## src/sv/obl_pkg.sv

```systemverilog
// ----------------------------------------------------------------------------
// obl_pkg
// Types and constants of the ordered byte list core.
// ----------------------------------------------------------------------------
package obl_pkg;

  localparam int CMD_W = 3;
  localparam int VAL_W = 8;
  localparam int POS_W = 10;
  localparam int STS_W = 2;
  localparam int FP_W  = 8;
  localparam int CNT_W = 9;

  typedef enum logic [CMD_W-1:0] {
    CMD_APPEND     = 3'd0,
    CMD_INSERT     = 3'd1,
    CMD_REMOVE_VAL = 3'd2,
    CMD_REMOVE_AT  = 3'd3,
    CMD_READ_AT    = 3'd4,
    CMD_FIND       = 3'd5,
    CMD_CLEAR      = 3'd6
  } cmd_t;

  typedef enum logic [STS_W-1:0] {
    STS_OK   = 2'd0,
    STS_MISS = 2'd1,
    STS_FULL = 2'd2
  } status_t;

  typedef enum logic [3:0] {
    S_IDLE,
    S_DECODE,
    S_INS_RD,
    S_INS_WR,
    S_SCAN_RD,
    S_SCAN_CHK,
    S_DEL_RD,
    S_DEL_WR,
    S_READ_WAIT,
    S_DONE
  } state_t;

  typedef enum logic [1:0] {
    RA_PTR_M1,
    RA_PTR,
    RA_PTR_P1,
    RA_POS
  } raddr_sel_t;

  typedef enum logic {
    WA_CNT,
    WA_PTR
  } waddr_sel_t;

  typedef enum logic {
    WD_VALUE,
    WD_RDATA
  } wdata_sel_t;

  typedef enum logic [2:0] {
    PTR_HOLD,
    PTR_ZERO,
    PTR_CNT,
    PTR_POS,
    PTR_INC,
    PTR_DEC
  } ptr_op_t;

  typedef enum logic [1:0] {
    CNT_HOLD,
    CNT_INC,
    CNT_DEC,
    CNT_CLR
  } cnt_op_t;

  // controller -> datapath
  typedef struct packed {
    logic       capture;
    logic       mem_we;
    waddr_sel_t wsel;
    wdata_sel_t dsel;
    logic       mem_re;
    raddr_sel_t rsel;
    ptr_op_t    ptr_op;
    logic       idx_load;
    cnt_op_t    cnt_op;
    logic       sts_set;
    status_t    sts_val;
    logic       fp_set;
    logic       rd_set;
    logic       out_load;
  } dp_cmd_t;

  // datapath -> controller
  typedef struct packed {
    cmd_t cmd;
    logic full;
    logic pos_out;
    logic ptr_eq_idx;
    logic ptr_end;
    logic ptr_last;
    logic match;
    logic out_free;
  } dp_stat_t;

endpackage

```

## src/sv/obl_in_if.sv

```systemverilog
// ----------------------------------------------------------------------------
// obl_in_if
// Command channel of the ordered byte list core.
// ----------------------------------------------------------------------------
interface obl_in_if;
  logic                                valid;
  logic                                ready;
  logic        [obl_pkg::CMD_W-1:0]    cmd;
  logic        [obl_pkg::VAL_W-1:0]    value;
  logic signed [obl_pkg::POS_W-1:0]    position;

  modport source (output valid, output cmd, output value, output position, input ready);
  modport sink   (input valid, input cmd, input value, input position, output ready);
endinterface

```

## src/sv/obl_out_if.sv

```systemverilog
// ----------------------------------------------------------------------------
// obl_out_if
// Result channel of the ordered byte list core.
// ----------------------------------------------------------------------------
interface obl_out_if;
  logic                         valid;
  logic                         ready;
  logic [obl_pkg::STS_W-1:0]    status;
  logic [obl_pkg::VAL_W-1:0]    read_value;
  logic [obl_pkg::FP_W-1:0]     found_position;
  logic [obl_pkg::CNT_W-1:0]    entry_count;

  modport source (output valid, output status, output read_value, output found_position,
                  output entry_count, input ready);
  modport sink   (input valid, input status, input read_value, input found_position,
                  input entry_count, output ready);
endinterface

```

## src/sv/obl_ctrl.sv

```systemverilog
// ----------------------------------------------------------------------------
// obl_ctrl
// Command sequencer: decodes a transaction and steps the shift/scan loops.
// ----------------------------------------------------------------------------
module obl_ctrl (
  input  logic              clk,
  input  logic              rst_n,
  input  logic              in_valid,
  output logic              in_ready,
  input  obl_pkg::dp_stat_t stat,
  output obl_pkg::dp_cmd_t  cmd
);

  obl_pkg::state_t state_r, state_nxt;

  always_ff @(posedge clk) begin
    if (!rst_n) begin
      state_r <= obl_pkg::S_IDLE;
    end else begin
      state_r <= state_nxt;
    end
  end

  assign in_ready = (state_r == obl_pkg::S_IDLE);

  // next state
  always_comb begin
    state_nxt = state_r;
    case (state_r)
      obl_pkg::S_IDLE: begin
        if (in_valid) state_nxt = obl_pkg::S_DECODE;
      end
      obl_pkg::S_DECODE: begin
        case (stat.cmd)
          obl_pkg::CMD_INSERT:     state_nxt = stat.full ? obl_pkg::S_DONE : obl_pkg::S_INS_RD;
          obl_pkg::CMD_REMOVE_VAL,
          obl_pkg::CMD_FIND:       state_nxt = obl_pkg::S_SCAN_RD;
          obl_pkg::CMD_REMOVE_AT:  state_nxt = stat.pos_out ? obl_pkg::S_DONE : obl_pkg::S_DEL_RD;
          obl_pkg::CMD_READ_AT:    state_nxt = stat.pos_out ? obl_pkg::S_DONE
                                                            : obl_pkg::S_READ_WAIT;
          default:                 state_nxt = obl_pkg::S_DONE;
        endcase
      end
      obl_pkg::S_INS_RD: begin
        state_nxt = stat.ptr_eq_idx ? obl_pkg::S_DONE : obl_pkg::S_INS_WR;
      end
      obl_pkg::S_INS_WR:   state_nxt = obl_pkg::S_INS_RD;
      obl_pkg::S_SCAN_RD: begin
        state_nxt = stat.ptr_end ? obl_pkg::S_DONE : obl_pkg::S_SCAN_CHK;
      end
      obl_pkg::S_SCAN_CHK: begin
        if (!stat.match) begin
          state_nxt = obl_pkg::S_SCAN_RD;
        end else if (stat.cmd == obl_pkg::CMD_FIND) begin
          state_nxt = obl_pkg::S_DONE;
        end else begin
          state_nxt = obl_pkg::S_DEL_RD;
        end
      end
      obl_pkg::S_DEL_RD: begin
        state_nxt = stat.ptr_last ? obl_pkg::S_DONE : obl_pkg::S_DEL_WR;
      end
      obl_pkg::S_DEL_WR:    state_nxt = obl_pkg::S_DEL_RD;
      obl_pkg::S_READ_WAIT: state_nxt = obl_pkg::S_DONE;
      obl_pkg::S_DONE: begin
        if (stat.out_free) state_nxt = obl_pkg::S_IDLE;
      end
      default: state_nxt = obl_pkg::S_IDLE;
    endcase
  end

  // outputs
  always_comb begin
    cmd          = '0;
    cmd.wsel     = obl_pkg::WA_PTR;
    cmd.dsel     = obl_pkg::WD_VALUE;
    cmd.rsel     = obl_pkg::RA_PTR;
    cmd.ptr_op   = obl_pkg::PTR_HOLD;
    cmd.cnt_op   = obl_pkg::CNT_HOLD;
    cmd.sts_val  = obl_pkg::STS_OK;
    case (state_r)
      obl_pkg::S_IDLE: begin
        cmd.capture = in_valid;
      end
      obl_pkg::S_DECODE: begin
        case (stat.cmd)
          obl_pkg::CMD_APPEND: begin
            if (stat.full) begin
              cmd.sts_set = 1'b1;
              cmd.sts_val = obl_pkg::STS_FULL;
            end else begin
              cmd.mem_we = 1'b1;
              cmd.wsel   = obl_pkg::WA_CNT;
              cmd.cnt_op = obl_pkg::CNT_INC;
            end
          end
          obl_pkg::CMD_INSERT: begin
            if (stat.full) begin
              cmd.sts_set = 1'b1;
              cmd.sts_val = obl_pkg::STS_FULL;
            end else begin
              cmd.idx_load = 1'b1;
              cmd.ptr_op   = obl_pkg::PTR_CNT;
            end
          end
          obl_pkg::CMD_REMOVE_VAL,
          obl_pkg::CMD_FIND: begin
            cmd.ptr_op = obl_pkg::PTR_ZERO;
          end
          obl_pkg::CMD_REMOVE_AT: begin
            if (stat.pos_out) begin
              cmd.sts_set = 1'b1;
              cmd.sts_val = obl_pkg::STS_MISS;
            end else begin
              cmd.ptr_op = obl_pkg::PTR_POS;
            end
          end
          obl_pkg::CMD_READ_AT: begin
            if (stat.pos_out) begin
              cmd.sts_set = 1'b1;
              cmd.sts_val = obl_pkg::STS_MISS;
            end else begin
              cmd.mem_re = 1'b1;
              cmd.rsel   = obl_pkg::RA_POS;
            end
          end
          obl_pkg::CMD_CLEAR: begin
            cmd.cnt_op = obl_pkg::CNT_CLR;
          end
          default: begin
            cmd.sts_set = 1'b1;
            cmd.sts_val = obl_pkg::STS_MISS;
          end
        endcase
      end
      obl_pkg::S_INS_RD: begin
        // gap has reached the insert point: drop the new byte in
        if (stat.ptr_eq_idx) begin
          cmd.mem_we = 1'b1;
          cmd.cnt_op = obl_pkg::CNT_INC;
        end else begin
          cmd.mem_re = 1'b1;
          cmd.rsel   = obl_pkg::RA_PTR_M1;
        end
      end
      obl_pkg::S_INS_WR: begin
        cmd.mem_we = 1'b1;
        cmd.dsel   = obl_pkg::WD_RDATA;
        cmd.ptr_op = obl_pkg::PTR_DEC;
      end
      obl_pkg::S_SCAN_RD: begin
        if (stat.ptr_end) begin
          cmd.sts_set = 1'b1;
          cmd.sts_val = obl_pkg::STS_MISS;
        end else begin
          cmd.mem_re = 1'b1;
        end
      end
      obl_pkg::S_SCAN_CHK: begin
        if (!stat.match) begin
          cmd.ptr_op = obl_pkg::PTR_INC;
        end else if (stat.cmd == obl_pkg::CMD_FIND) begin
          cmd.fp_set = 1'b1;
        end
      end
      obl_pkg::S_DEL_RD: begin
        if (stat.ptr_last) begin
          cmd.cnt_op = obl_pkg::CNT_DEC;
        end else begin
          cmd.mem_re = 1'b1;
          cmd.rsel   = obl_pkg::RA_PTR_P1;
        end
      end
      obl_pkg::S_DEL_WR: begin
        cmd.mem_we = 1'b1;
        cmd.dsel   = obl_pkg::WD_RDATA;
        cmd.ptr_op = obl_pkg::PTR_INC;
      end
      obl_pkg::S_READ_WAIT: begin
        cmd.rd_set = 1'b1;
      end
      obl_pkg::S_DONE: begin
        cmd.out_load = stat.out_free;
      end
      default: begin
        cmd.capture = 1'b0;
      end
    endcase
  end

endmodule

```

## src/sv/obl_dpath.sv

```systemverilog
// ----------------------------------------------------------------------------
// obl_dpath
// Entry store, count, walk pointer, result fields and output register.
// ----------------------------------------------------------------------------
module obl_dpath #(
  parameter int CAPACITY = 256
) (
  input  logic                              clk,
  input  logic                              rst_n,
  input  logic        [obl_pkg::CMD_W-1:0]  in_cmd,
  input  logic        [obl_pkg::VAL_W-1:0]  in_value,
  input  logic signed [obl_pkg::POS_W-1:0]  in_position,
  input  obl_pkg::dp_cmd_t                  cmd,
  output obl_pkg::dp_stat_t                 stat,
  input  logic                              out_ready,
  output logic                              out_valid,
  output logic        [obl_pkg::STS_W-1:0]  out_status,
  output logic        [obl_pkg::VAL_W-1:0]  out_read_value,
  output logic        [obl_pkg::FP_W-1:0]   out_found_position,
  output logic        [obl_pkg::CNT_W-1:0]  out_entry_count
);

  localparam int AW = $clog2(CAPACITY);
  localparam logic [obl_pkg::CNT_W-1:0] CAP_C = obl_pkg::CNT_W'(CAPACITY);

  logic [obl_pkg::VAL_W-1:0] entry_mem [CAPACITY];

  logic        [obl_pkg::CMD_W-1:0] cmd_r;
  logic        [obl_pkg::VAL_W-1:0] val_r;
  logic signed [obl_pkg::POS_W-1:0] pos_r;
  logic        [obl_pkg::CNT_W-1:0] ptr_r, ptr_nxt;
  logic        [obl_pkg::CNT_W-1:0] idx_r;
  logic        [obl_pkg::CNT_W-1:0] cnt_r, cnt_nxt;
  logic        [obl_pkg::VAL_W-1:0] rdata_r;
  obl_pkg::status_t                 sts_r;
  logic        [obl_pkg::VAL_W-1:0] rd_r;
  logic        [obl_pkg::FP_W-1:0]  fp_r;
  logic                             out_valid_r;

  logic                             pos_neg;
  logic        [obl_pkg::CNT_W-1:0] pos_mag;
  logic        [obl_pkg::CNT_W-1:0] ins_idx;
  logic        [obl_pkg::CNT_W-1:0] ptr_m1, ptr_p1;
  logic        [obl_pkg::CNT_W:0]   ptr_p1_wide;
  logic        [obl_pkg::CNT_W-1:0] raddr_full, waddr_full;
  logic        [obl_pkg::VAL_W-1:0] wdata;

  assign pos_neg     = pos_r[obl_pkg::POS_W-1];
  assign pos_mag     = pos_r[obl_pkg::CNT_W-1:0];
  assign ins_idx     = pos_neg ? '0 : ((pos_mag > cnt_r) ? cnt_r : pos_mag);
  assign ptr_m1      = ptr_r - 1'b1;
  assign ptr_p1_wide = {1'b0, ptr_r} + 1'b1;
  assign ptr_p1      = ptr_p1_wide[obl_pkg::CNT_W-1:0];

  always_comb begin
    case (cmd.rsel)
      obl_pkg::RA_PTR_M1: raddr_full = ptr_m1;
      obl_pkg::RA_PTR:    raddr_full = ptr_r;
      obl_pkg::RA_PTR_P1: raddr_full = ptr_p1;
      obl_pkg::RA_POS:    raddr_full = pos_mag;
      default:            raddr_full = ptr_r;
    endcase
  end

  assign waddr_full = (cmd.wsel == obl_pkg::WA_CNT) ? cnt_r : ptr_r;
  assign wdata      = (cmd.dsel == obl_pkg::WD_RDATA) ? rdata_r : val_r;

  always_ff @(posedge clk) begin
    if (cmd.mem_we) begin
      entry_mem[waddr_full[AW-1:0]] <= wdata;
    end
    if (cmd.mem_re) begin
      rdata_r <= entry_mem[raddr_full[AW-1:0]];
    end
  end

  always_comb begin
    case (cmd.ptr_op)
      obl_pkg::PTR_ZERO: ptr_nxt = '0;
      obl_pkg::PTR_CNT:  ptr_nxt = cnt_r;
      obl_pkg::PTR_POS:  ptr_nxt = pos_mag;
      obl_pkg::PTR_INC:  ptr_nxt = ptr_p1;
      obl_pkg::PTR_DEC:  ptr_nxt = ptr_m1;
      default:           ptr_nxt = ptr_r;
    endcase
  end

  always_comb begin
    case (cmd.cnt_op)
      obl_pkg::CNT_INC: cnt_nxt = cnt_r + 1'b1;
      obl_pkg::CNT_DEC: cnt_nxt = cnt_r - 1'b1;
      obl_pkg::CNT_CLR: cnt_nxt = '0;
      default:          cnt_nxt = cnt_r;
    endcase
  end

  always_ff @(posedge clk) begin
    if (!rst_n) begin
      cnt_r <= '0;
    end else begin
      cnt_r <= cnt_nxt;
    end
  end

  always_ff @(posedge clk) begin
    ptr_r <= ptr_nxt;
    if (cmd.idx_load) begin
      idx_r <= ins_idx;
    end
    if (cmd.capture) begin
      cmd_r <= in_cmd;
      val_r <= in_value;
      pos_r <= in_position;
      sts_r <= obl_pkg::STS_OK;
      rd_r  <= '0;
      fp_r  <= '0;
    end else begin
      if (cmd.sts_set) sts_r <= cmd.sts_val;
      if (cmd.rd_set)  rd_r  <= rdata_r;
      if (cmd.fp_set)  fp_r  <= ptr_r[obl_pkg::FP_W-1:0];
    end
  end

  // output register: the next transaction may start while this one waits
  always_ff @(posedge clk) begin
    if (!rst_n) begin
      out_valid_r <= 1'b0;
    end else if (cmd.out_load) begin
      out_valid_r <= 1'b1;
    end else if (out_ready) begin
      out_valid_r <= 1'b0;
    end
  end

  always_ff @(posedge clk) begin
    if (cmd.out_load) begin
      out_status         <= sts_r;
      out_read_value     <= rd_r;
      out_found_position <= fp_r;
      out_entry_count    <= cnt_r;
    end
  end

  assign out_valid = out_valid_r;

  assign stat.cmd        = obl_pkg::cmd_t'(cmd_r);
  assign stat.full       = (cnt_r >= CAP_C);
  assign stat.pos_out    = pos_neg || (pos_mag >= cnt_r);
  assign stat.ptr_eq_idx = (ptr_r == idx_r);
  assign stat.ptr_end    = (ptr_r >= cnt_r);
  assign stat.ptr_last   = (ptr_p1_wide >= {1'b0, cnt_r});
  assign stat.match      = (rdata_r == val_r);
  assign stat.out_free   = !out_valid_r || out_ready;

endmodule

```

## src/sv/ordered_byte_list_engine_core.sv

```systemverilog
// ----------------------------------------------------------------------------
// ordered_byte_list_engine_core
// Bounded ordered byte list with append, insert, remove, read, find and clear.
// ----------------------------------------------------------------------------
// One command is worked at a time; a finished result sits in an output
// register so the next command can be taken while it waits. Insert shifts
// the entries from the insert point up, remove-at shifts the entries after
// the removed one down, and find or remove-by-value scan entries from index
// 0. Every moved or compared entry needs one read of the entry memory and,
// when moved, one write. The memory needs no clearing after reset.
module ordered_byte_list_engine_core #(
  parameter int CAPACITY = 256
) (
  input  logic       clk,
  input  logic       rst_n,
  obl_in_if.sink     in_chan,
  obl_out_if.source  out_chan
);

  obl_pkg::dp_cmd_t  dp_cmd;
  obl_pkg::dp_stat_t dp_stat;

  obl_ctrl u_ctrl (
    .clk      (clk),
    .rst_n    (rst_n),
    .in_valid (in_chan.valid),
    .in_ready (in_chan.ready),
    .stat     (dp_stat),
    .cmd      (dp_cmd)
  );

  obl_dpath #(
    .CAPACITY (CAPACITY)
  ) u_dpath (
    .clk                (clk),
    .rst_n              (rst_n),
    .in_cmd             (in_chan.cmd),
    .in_value           (in_chan.value),
    .in_position        (in_chan.position),
    .cmd                (dp_cmd),
    .stat               (dp_stat),
    .out_ready          (out_chan.ready),
    .out_valid          (out_chan.valid),
    .out_status         (out_chan.status),
    .out_read_value     (out_chan.read_value),
    .out_found_position (out_chan.found_position),
    .out_entry_count    (out_chan.entry_count)
  );

endmodule

```

## src/flat_wrapper.sv

```systemverilog
// flat-port wrapper written by rule: the top's interface ports become plain ports
module ordered_byte_list_engine_core_flat 
#(
  parameter int CAPACITY = 256
)
  (clk, rst_n, in_chan_valid, in_chan_cmd, in_chan_value, in_chan_position, in_chan_ready, out_chan_valid, out_chan_status, out_chan_read_value, out_chan_found_position, out_chan_entry_count, out_chan_ready);
  obl_in_if in_chan_i ();
  obl_out_if out_chan_i ();
  input  logic clk;
  input  logic rst_n;
  input wire logic [$bits(in_chan_i.valid)-1:0] in_chan_valid;
  input wire logic [$bits(in_chan_i.cmd)-1:0] in_chan_cmd;
  input wire logic [$bits(in_chan_i.value)-1:0] in_chan_value;
  input wire logic [$bits(in_chan_i.position)-1:0] in_chan_position;
  output wire logic [$bits(in_chan_i.ready)-1:0] in_chan_ready;
  output wire logic [$bits(out_chan_i.valid)-1:0] out_chan_valid;
  output wire logic [$bits(out_chan_i.status)-1:0] out_chan_status;
  output wire logic [$bits(out_chan_i.read_value)-1:0] out_chan_read_value;
  output wire logic [$bits(out_chan_i.found_position)-1:0] out_chan_found_position;
  output wire logic [$bits(out_chan_i.entry_count)-1:0] out_chan_entry_count;
  input wire logic [$bits(out_chan_i.ready)-1:0] out_chan_ready;
  assign in_chan_i.valid = in_chan_valid;
  assign in_chan_i.cmd = in_chan_cmd;
  assign in_chan_i.value = in_chan_value;
  assign in_chan_i.position = in_chan_position;
  assign in_chan_ready = in_chan_i.ready;
  assign out_chan_valid = out_chan_i.valid;
  assign out_chan_status = out_chan_i.status;
  assign out_chan_read_value = out_chan_i.read_value;
  assign out_chan_found_position = out_chan_i.found_position;
  assign out_chan_entry_count = out_chan_i.entry_count;
  assign out_chan_i.ready = out_chan_ready;
  ordered_byte_list_engine_core #(.CAPACITY(CAPACITY)) u_core (.clk(clk), .rst_n(rst_n), .in_chan(in_chan_i), .out_chan(out_chan_i));
endmodule
```

## config.mk

```make
export PLATFORM = sky130hd
export DESIGN_NAME = ordered_byte_list_engine_core_flat
export DESIGN_NICKNAME = d
export VERILOG_FILES = /design/src/sv/obl_pkg.sv /design/src/sv/obl_in_if.sv /design/src/sv/obl_out_if.sv /design/src/sv/obl_ctrl.sv /design/src/sv/obl_dpath.sv /design/src/sv/ordered_byte_list_engine_core.sv /design/src/flat_wrapper.sv
export SDC_FILE = /design/constraint.sdc
export NUM_CORES = 2
export LEC_CHECK = 0
export ABC_AREA = 1
export BUFFER_PORTS_ARGS = -buffer_cell sky130_fd_sc_hd__buf_4
export CORE_AREA = 2 2 628 630
export DETAILED_ROUTE_END_ITERATION = 12
export DIE_AREA = 0 0 630 632
export PLACE_DENSITY = 0.4
export SKIP_CTS_REPAIR_TIMING = 1
export SYNTH_ARGS = -nofsm -noshare
export SYNTH_HDL_FRONTEND = slang
export SYNTH_SLANG_ARGS = --single-unit
```

## constraint.sdc

```tcl
create_clock -name clk -period 16.3 [get_ports clk]
set_clock_uncertainty 0.05 [all_clocks]
set_input_delay 0.815 -clock clk [delete_from_list [all_inputs] [get_ports clk]]
set_output_delay 0.815 -clock clk [all_outputs]
set_load 0.005 [all_outputs]
```

# Word level (Yosys, flattened, before mapping)
# Memory sizes are Yosys's and may differ from the RTL's. A register that Yosys moved wholly into a read port is not among the register bits.
# Cells that the tools add are included.
dict set report word_totals {
  elab_cells 128
  n_memories 1
  ramBits 2048
  register_bits 98
  input_bits 25
  out_inout_bits 29
}
# name words word_bits rd rd_ports_with_merged_regs wr line
set memory_table {}
lappend memory_table {u_core.u_dpath.entry_mem 256 8 1 1 1 obl_dpath.sv:26} ;# logic [obl_pkg::VAL_W-1:0] entry_mem [CAPACITY];
dict set report classes {
  n_eq_ne 30
  muxes 58
  n_reduce_logical 15
  n_addsub 4
  n_lt_le_gt_ge 5
}
# cell n
set ops {}
lappend ops {{case mux 9 bit (5 select lines)} 1}
lappend ops {{case mux 4 bit (10 select lines)} 1}
lappend ops {{two-way mux 4 bit} 9}
lappend ops {{case mux 8 bit (4 select lines)} 1}
lappend ops {{two-way mux 3 bit} 9}
lappend ops {{case mux 9 bit (3 select lines)} 1}
lappend ops {{two-way mux 1 bit} 19}
lappend ops {{greater-or-equal comparator 9 bit} 2}
lappend ops {{case mux 3 bit (3 select lines)} 2}
lappend ops {{subtractor 9 x 1 -> 9 bit (second input constant)} 2}
lappend ops {{equality test 4 x 3 -> 1 bit (second input constant)} 4}
lappend ops {{two-way mux 8 bit} 2}
lappend ops {{case mux 4 bit (4 select lines)} 1}
lappend ops {{equality test 3 bit (second input constant)} 5}
lappend ops {{equality test 3 x 2 -> 1 bit (second input constant)} 4}
lappend ops {{case mux 2 bit (3 select lines)} 2}
lappend ops {{case mux 3 bit (4 select lines)} 1}
lappend ops {{adder 9 x 1 -> 10 bit (second input constant)} 1}
lappend ops {{greater-or-equal comparator 10 x 9 -> 1 bit} 1}
lappend ops {{adder 9 x 1 -> 9 bit (second input constant)} 1}
lappend ops {{equality test 9 bit} 1}
lappend ops {{greater-or-equal comparator 9 bit (second input constant)} 1}
lappend ops {{> comparator 9 bit} 1}
lappend ops {{two-way mux 9 bit} 1}
lappend ops {{other kinds (24)} 39}

# Longest topological paths before layout
dict set report logic_depth {
  ltp_word 7
  depth_mapped 31
  ltp_nobuf 30
}

# By module
# A second synthesis with hierarchy kept.
dict set report unflattened {
  hier_cells 8580
  area_unflattened_um2 92681.4
}
# mod instances area_per_inst_um2 cells_per_inst
set by_module_without_submodules {}
lappend by_module_without_submodules {obl_dpath 1 92052.0 8455}
lappend by_module_without_submodules {obl_ctrl 1 629.4 125}

# Worst setup path before layout
# No wires, ideal clock.
dict set report synth_timing {
  path_type {reg-to-reg}
  from {reg u_core.u_ctrl.state_r[0]}
  to {mem u_core.u_dpath.entry_mem[0][0] (netlist name), data pin}
  slack_ps 2937
  synth_period_minus_slack_ps 13363
  stages_incl_launch_ff 6
  required_time_ps 14062
  setup_ps 2188
  arrival_time_ps 11125
  cell_sequence {dfxtp_1 > inv_1 > nor3_1 > inv_1 > clkbuf_1 > o21ai_0}
}
dict set report synth_between {
  elab_chain_len 4
  elab_cells_between_ends 5
  classes_between {eq/ne: 2; mux: 2; reduce/logical: 1}
}
# item line
set synth_lines {}
lappend synth_lines {{start, declared} obl_ctrl.sv:14} ;# obl_pkg::state_t state_r, state_nxt;
lappend synth_lines {{start signal, assigned} obl_ctrl.sv:18} ;# state_r <= obl_pkg::S_IDLE;
lappend synth_lines {{start signal, assigned} obl_ctrl.sv:20} ;# state_r <= state_nxt;
lappend synth_lines {{equality test 4 x 3 -> 1 bit / equality test 4 x 2 -> 1 bit (equally long branches)} obl_ctrl.sv:81} ;# case (state_r)
lappend synth_lines {{OR reduction 2 bit (no line) *} --}
lappend synth_lines {{two-way mux 1 bit *} obl_ctrl.sv:81}
lappend synth_lines {{two-way mux 8 bit *} obl_dpath.sv:66} ;# assign wdata = (cmd.dsel == obl_pkg::WD_RDATA) ? rdata_r : val_r;
lappend synth_lines {{net u_core.u_dpath.wdata, one bit} obl_dpath.sv:46} ;# logic [obl_pkg::VAL_W-1:0] wdata;
lappend synth_lines {{end, declared} obl_dpath.sv:26}
# Mark *: on every way through the listed nets, which the timed path passes. The rest lies on a longest branch.

# Final worst setup path
dict set report layout_timing {
  from {reg u_core.u_dpath.ptr_r[0] (netlist name)}
  to {reg u_core.u_dpath.rdata_r[7] (netlist name) (read register of u_core.u_dpath.entry_mem), data pin}
}
dict set report layout_between {
  elab_chain_len 6
  elab_cells_between_ends 15
  classes_between {add/sub: 2; order compare: 2; eq/ne: 4; mux: 6; reduce/logical: 1}
}
# item line
set layout_lines {}
lappend layout_lines {{start, declared} obl_dpath.sv:31} ;# logic [obl_pkg::CNT_W-1:0] ptr_r, ptr_nxt;
lappend layout_lines {{start signal, assigned} obl_dpath.sv:106} ;# ptr_r <= ptr_nxt;
lappend layout_lines {{adder 9 x 1 -> 10 bit} obl_dpath.sv:52} ;# assign ptr_p1_wide = {1'b0, ptr_r} + 1'b1;
lappend layout_lines {{greater-or-equal comparator 10 x 9 -> 1 bit} obl_dpath.sv:151} ;# assign stat.ptr_last = (ptr_p1_wide >= {1'b0, cnt_r});
lappend layout_lines {{two-way mux 3 bit} obl_ctrl.sv:167} ;# if (stat.ptr_last) begin
lappend layout_lines {{case mux 2 bit (3 select lines)} obl_ctrl.sv:81}
lappend layout_lines {{equality test 2 bit (tied with other cells)} obl_dpath.sv:56} ;# case (cmd.rsel)
lappend layout_lines {{case mux 8 bit (4 select lines)} obl_dpath.sv:56}
lappend layout_lines {{end, declared} obl_dpath.sv:34} ;# logic [obl_pkg::VAL_W-1:0] rdata_r;
# Parallel ways exist; a longest one is shown, timed or not.
# A chain may end at the register's enable or synchronous reset.

==> flow_summary.toml <==
[worst_setup_path]
end_kind = "register"
crit_fanout = 111
start_kind = "register"
crit_type = "reg -> reg"
crit_buf_inv = 6
required_ps = 17020
cp.arrival_ps = 8960
slowest_delay_ps = 780
crit_path_frequent_cell = "nand2_1"
crit_slowest_cell = "buf_4"
critPathTopFamily = "buffers and inverters"

[timing]
min_period_over_period = 0.506
fmaxAchievable_mhz = 121
whs_ps = 56.9
hold_violations = 0
setup_viol = 0
rsz0062_at_grt = "false"
min_period_ps = 8240
slew_headroom = 0.219
tightest_slew_ps = 1170
tns_ps = 0
slew_viol_final = 0

[final_layout]
register_area_sq_mm = 0.0644
multiInputGateArea_sq_mm = 0.0227
syn_to_final_growth_pct = 14.7
nets = 7644
instances_no_fill = 13000
n_fill_cell = 40800
utilization = 0.263
drive_gt1_frac = 0.0687

[yosys]
synth_fp_nets = 7785
postSynthCellCount = 7723
synthDistinctLibCells = 41
synth.top_cell.area_share = 0.710
synth_area_sq_mm = 0.0897
synth_async_sr_flop_share = 0
ys_top_cells_by_area = "edfxtp_1 71%, nand3_1 15%, nand2_1 7.1%, nor2_1 1.4%, buf_2 1.4%"
yosys_warnings = 0
synth_seq_cells = 2154
synth.avg_cell_area_sq_um = 11.6
synth_edf_count = 2122
ys.flop_type = "edfxtp_1"
ys_seq_area_frac = 0.717
synth_top_cell_by_area = "edfxtp_1"

[route]
avgRoutedWirePerCell_um = 23.7
drt-initial-drc-count = 6084
drc = 0
vias_per_cell = 4.69
ant_nets = 0
drt_wl_total_um = 309000
num_vias = 60900
drt_first_pass_iters = 6

[die]
start_util = 0.229
die_w_um = 630
dieArea_sq_mm = 0.398
die_h_um = 632
core_area_sq_mm = 0.391
rows = 230
pin_count = 54

[global_routing]
globalRouteOverflowTotal = 0
grt_max_degree = 176
grt_usage = 0.150
antenna_found_initial = 11
grt_pass1_vias = 58800
grt_pass1_wl_um = 443000

[placement]
hpwl_um = 172000
place_congestion = 0.823
place_inst = 12500
io_buffers = 53

[clocking]
h-tree-depth = 4
cts_tree = "done"
clk_pin_slew_ps = 70
cts_made_buffers = 240
clk_latency_ps = 910
cts_sinks = 2154
cts_root_buf = "clkbuf_16"
clockBufferDepth = 4

[power]
power_mw = 15.2
p_leak_nw = 34.5
ir_drop_mv = 0.0946
powerDensity_mw_per_mm2 = 147

[worst_hold_path]
hold_path.class = "in -> reg"

[outcome]
status = "complete, no violations"

[job]
max_cap_viol_count = 0
## final cells by class
| class | count | area share |
|---|---|---|
| inverters | 120 | 0.00462 |
| diodes | 3 | 0.0000729 |
| well taps | 5220 | 0.0634 |
| clock buffers | 302 | 0.0616 |
| clock inverters | 128 | 0.0104 |
| flip-flops and latches | 2154 | 0.625 |
| multi-input cells | 4894 | 0.220 |
| repair buffers | 172 | 0.0143 |
## final timing paths
path / to / cells past startpoint / startpoint / slack (ps)
min: u_core.u_dpath.val_r[2] / 1 / in_chan_value[2] / 60
min reg2reg: u_core.u_dpath.out_read_value[3] / 0 / u_core.u_dpath.rd_r[3] / 390
max reg2reg: u_core.u_dpath.rdata_r[7] / 30 / u_core.u_dpath.ptr_r[0] / 8060
max: u_core.u_dpath.rdata_r[7] / 30 / u_core.u_dpath.ptr_r[0] / 8060
## layer usage
metal	vias to the layer above	part of all wire	track usage
li1	27600	-	-
met1	31000	0.46	0.211
met2	1903	0.46	0.240
met3	396	0.061	0.0235
met4	0	0.025	0.0381
met5	-	0	0
## cells in the mapped netlist, types with 2 or more instances
cell	count
a221oi_1	6
nor2_2	2
a22oi_1	3
ha_1	36
or2_2	12
clkbuf_1	235
a21oi_1	52
o21ai_0	58
buf_4	12
nand2_1	1692
inv_1	113
o211ai_1	6
nand4_1	10
edfxtp_1	2122
buf_2	246
nand2_2	4
o31ai_1	2
a211oi_1	7
dfxtp_1	32
buf_1	62
o2111ai_1	3
inv_2	6
xor2_1	16
o21bai_1	3
nor3_1	10
xnor2_1	5
nor2_1	332
o21a_1	2
a31oi_1	2
nand3_1	2621
## report_power, final
part	internal, mW	switching [mW]
logic	0.754	2.67
clock network	2.99	2.28
registers	6.42	0.0512
## through the flow
step,setup slack (ps),instance area (sq um)
final,8060,103000
after CTS,8040,103000
after floorplan,2940,89700
after detailed placement,8100,95400
after global routing,7430,103000
after global placement,7820,95400
## sequential cells by signal (all words and copies together) (netlist names)
signal and cells:
u_core.u_dpath.out_entry_count 9, u_core.u_ctrl.state_r 4, u_core.u_dpath.pos_r 10, u_core.u_dpath.ptr_r 9
u_core.u_dpath.val_r 8, u_core.u_dpath.out_status 2, u_core.u_dpath.out_found_position 8, u_core.u_dpath.cnt_r 9
u_core.u_dpath.out_valid 1, u_core.u_dpath.out_read_value 8, u_core.u_dpath.cmd_r 3, u_core.u_dpath.idx_r 9
u_core.u_dpath.rdata_r 8, u_core.u_dpath.rd_r 8, u_core.u_dpath.fp_r 8, u_core.u_dpath.sts_r 2
u_core.u_dpath.entry_mem 2048
## layout by cell type (no fill, tap or decap), types with 5 or more instances in the layout
cell type	instances
a211oi_1	7
a21oi_1	52
a221oi_1	6
buf_12	12
buf_4	148
bufinv_16	16
clkbuf_1	57
clkbuf_16	245
clkinv_1	56
clkinv_2	30
clkinv_4	7
clkinvlp_4	6
dfxtp_1	32
dlygate4sd3_1	12
edfxtp_1	2122
ha_1	36
inv_1	111
inv_4	6
inv_6	7
nand2_1	1680
nand2_2	7
nand2_4	7
nand3_1	2613
nand3_2	9
nand4_1	10
nor2_1	330
nor3_1	10
o211ai_1	6
o21ai_0	54
o21ai_4	5
or2_2	11
xnor2_1	5
xor2_1	16
## cells by family after synthesis
| kind of cell | synth area share |
|---|---|
| adder cells (fa/ha/maj) | 0.00524 |
| buffers and inverters | 0.0322 |
| AND/OR/NAND/NOR | 0.234 |
| XOR/XNOR | 0.00205 |
| AO/OA/AOI/OAI | 0.00955 |
| flip-flops | 0.717 |
Note: power is estimated with default switching activity, not from simulation.
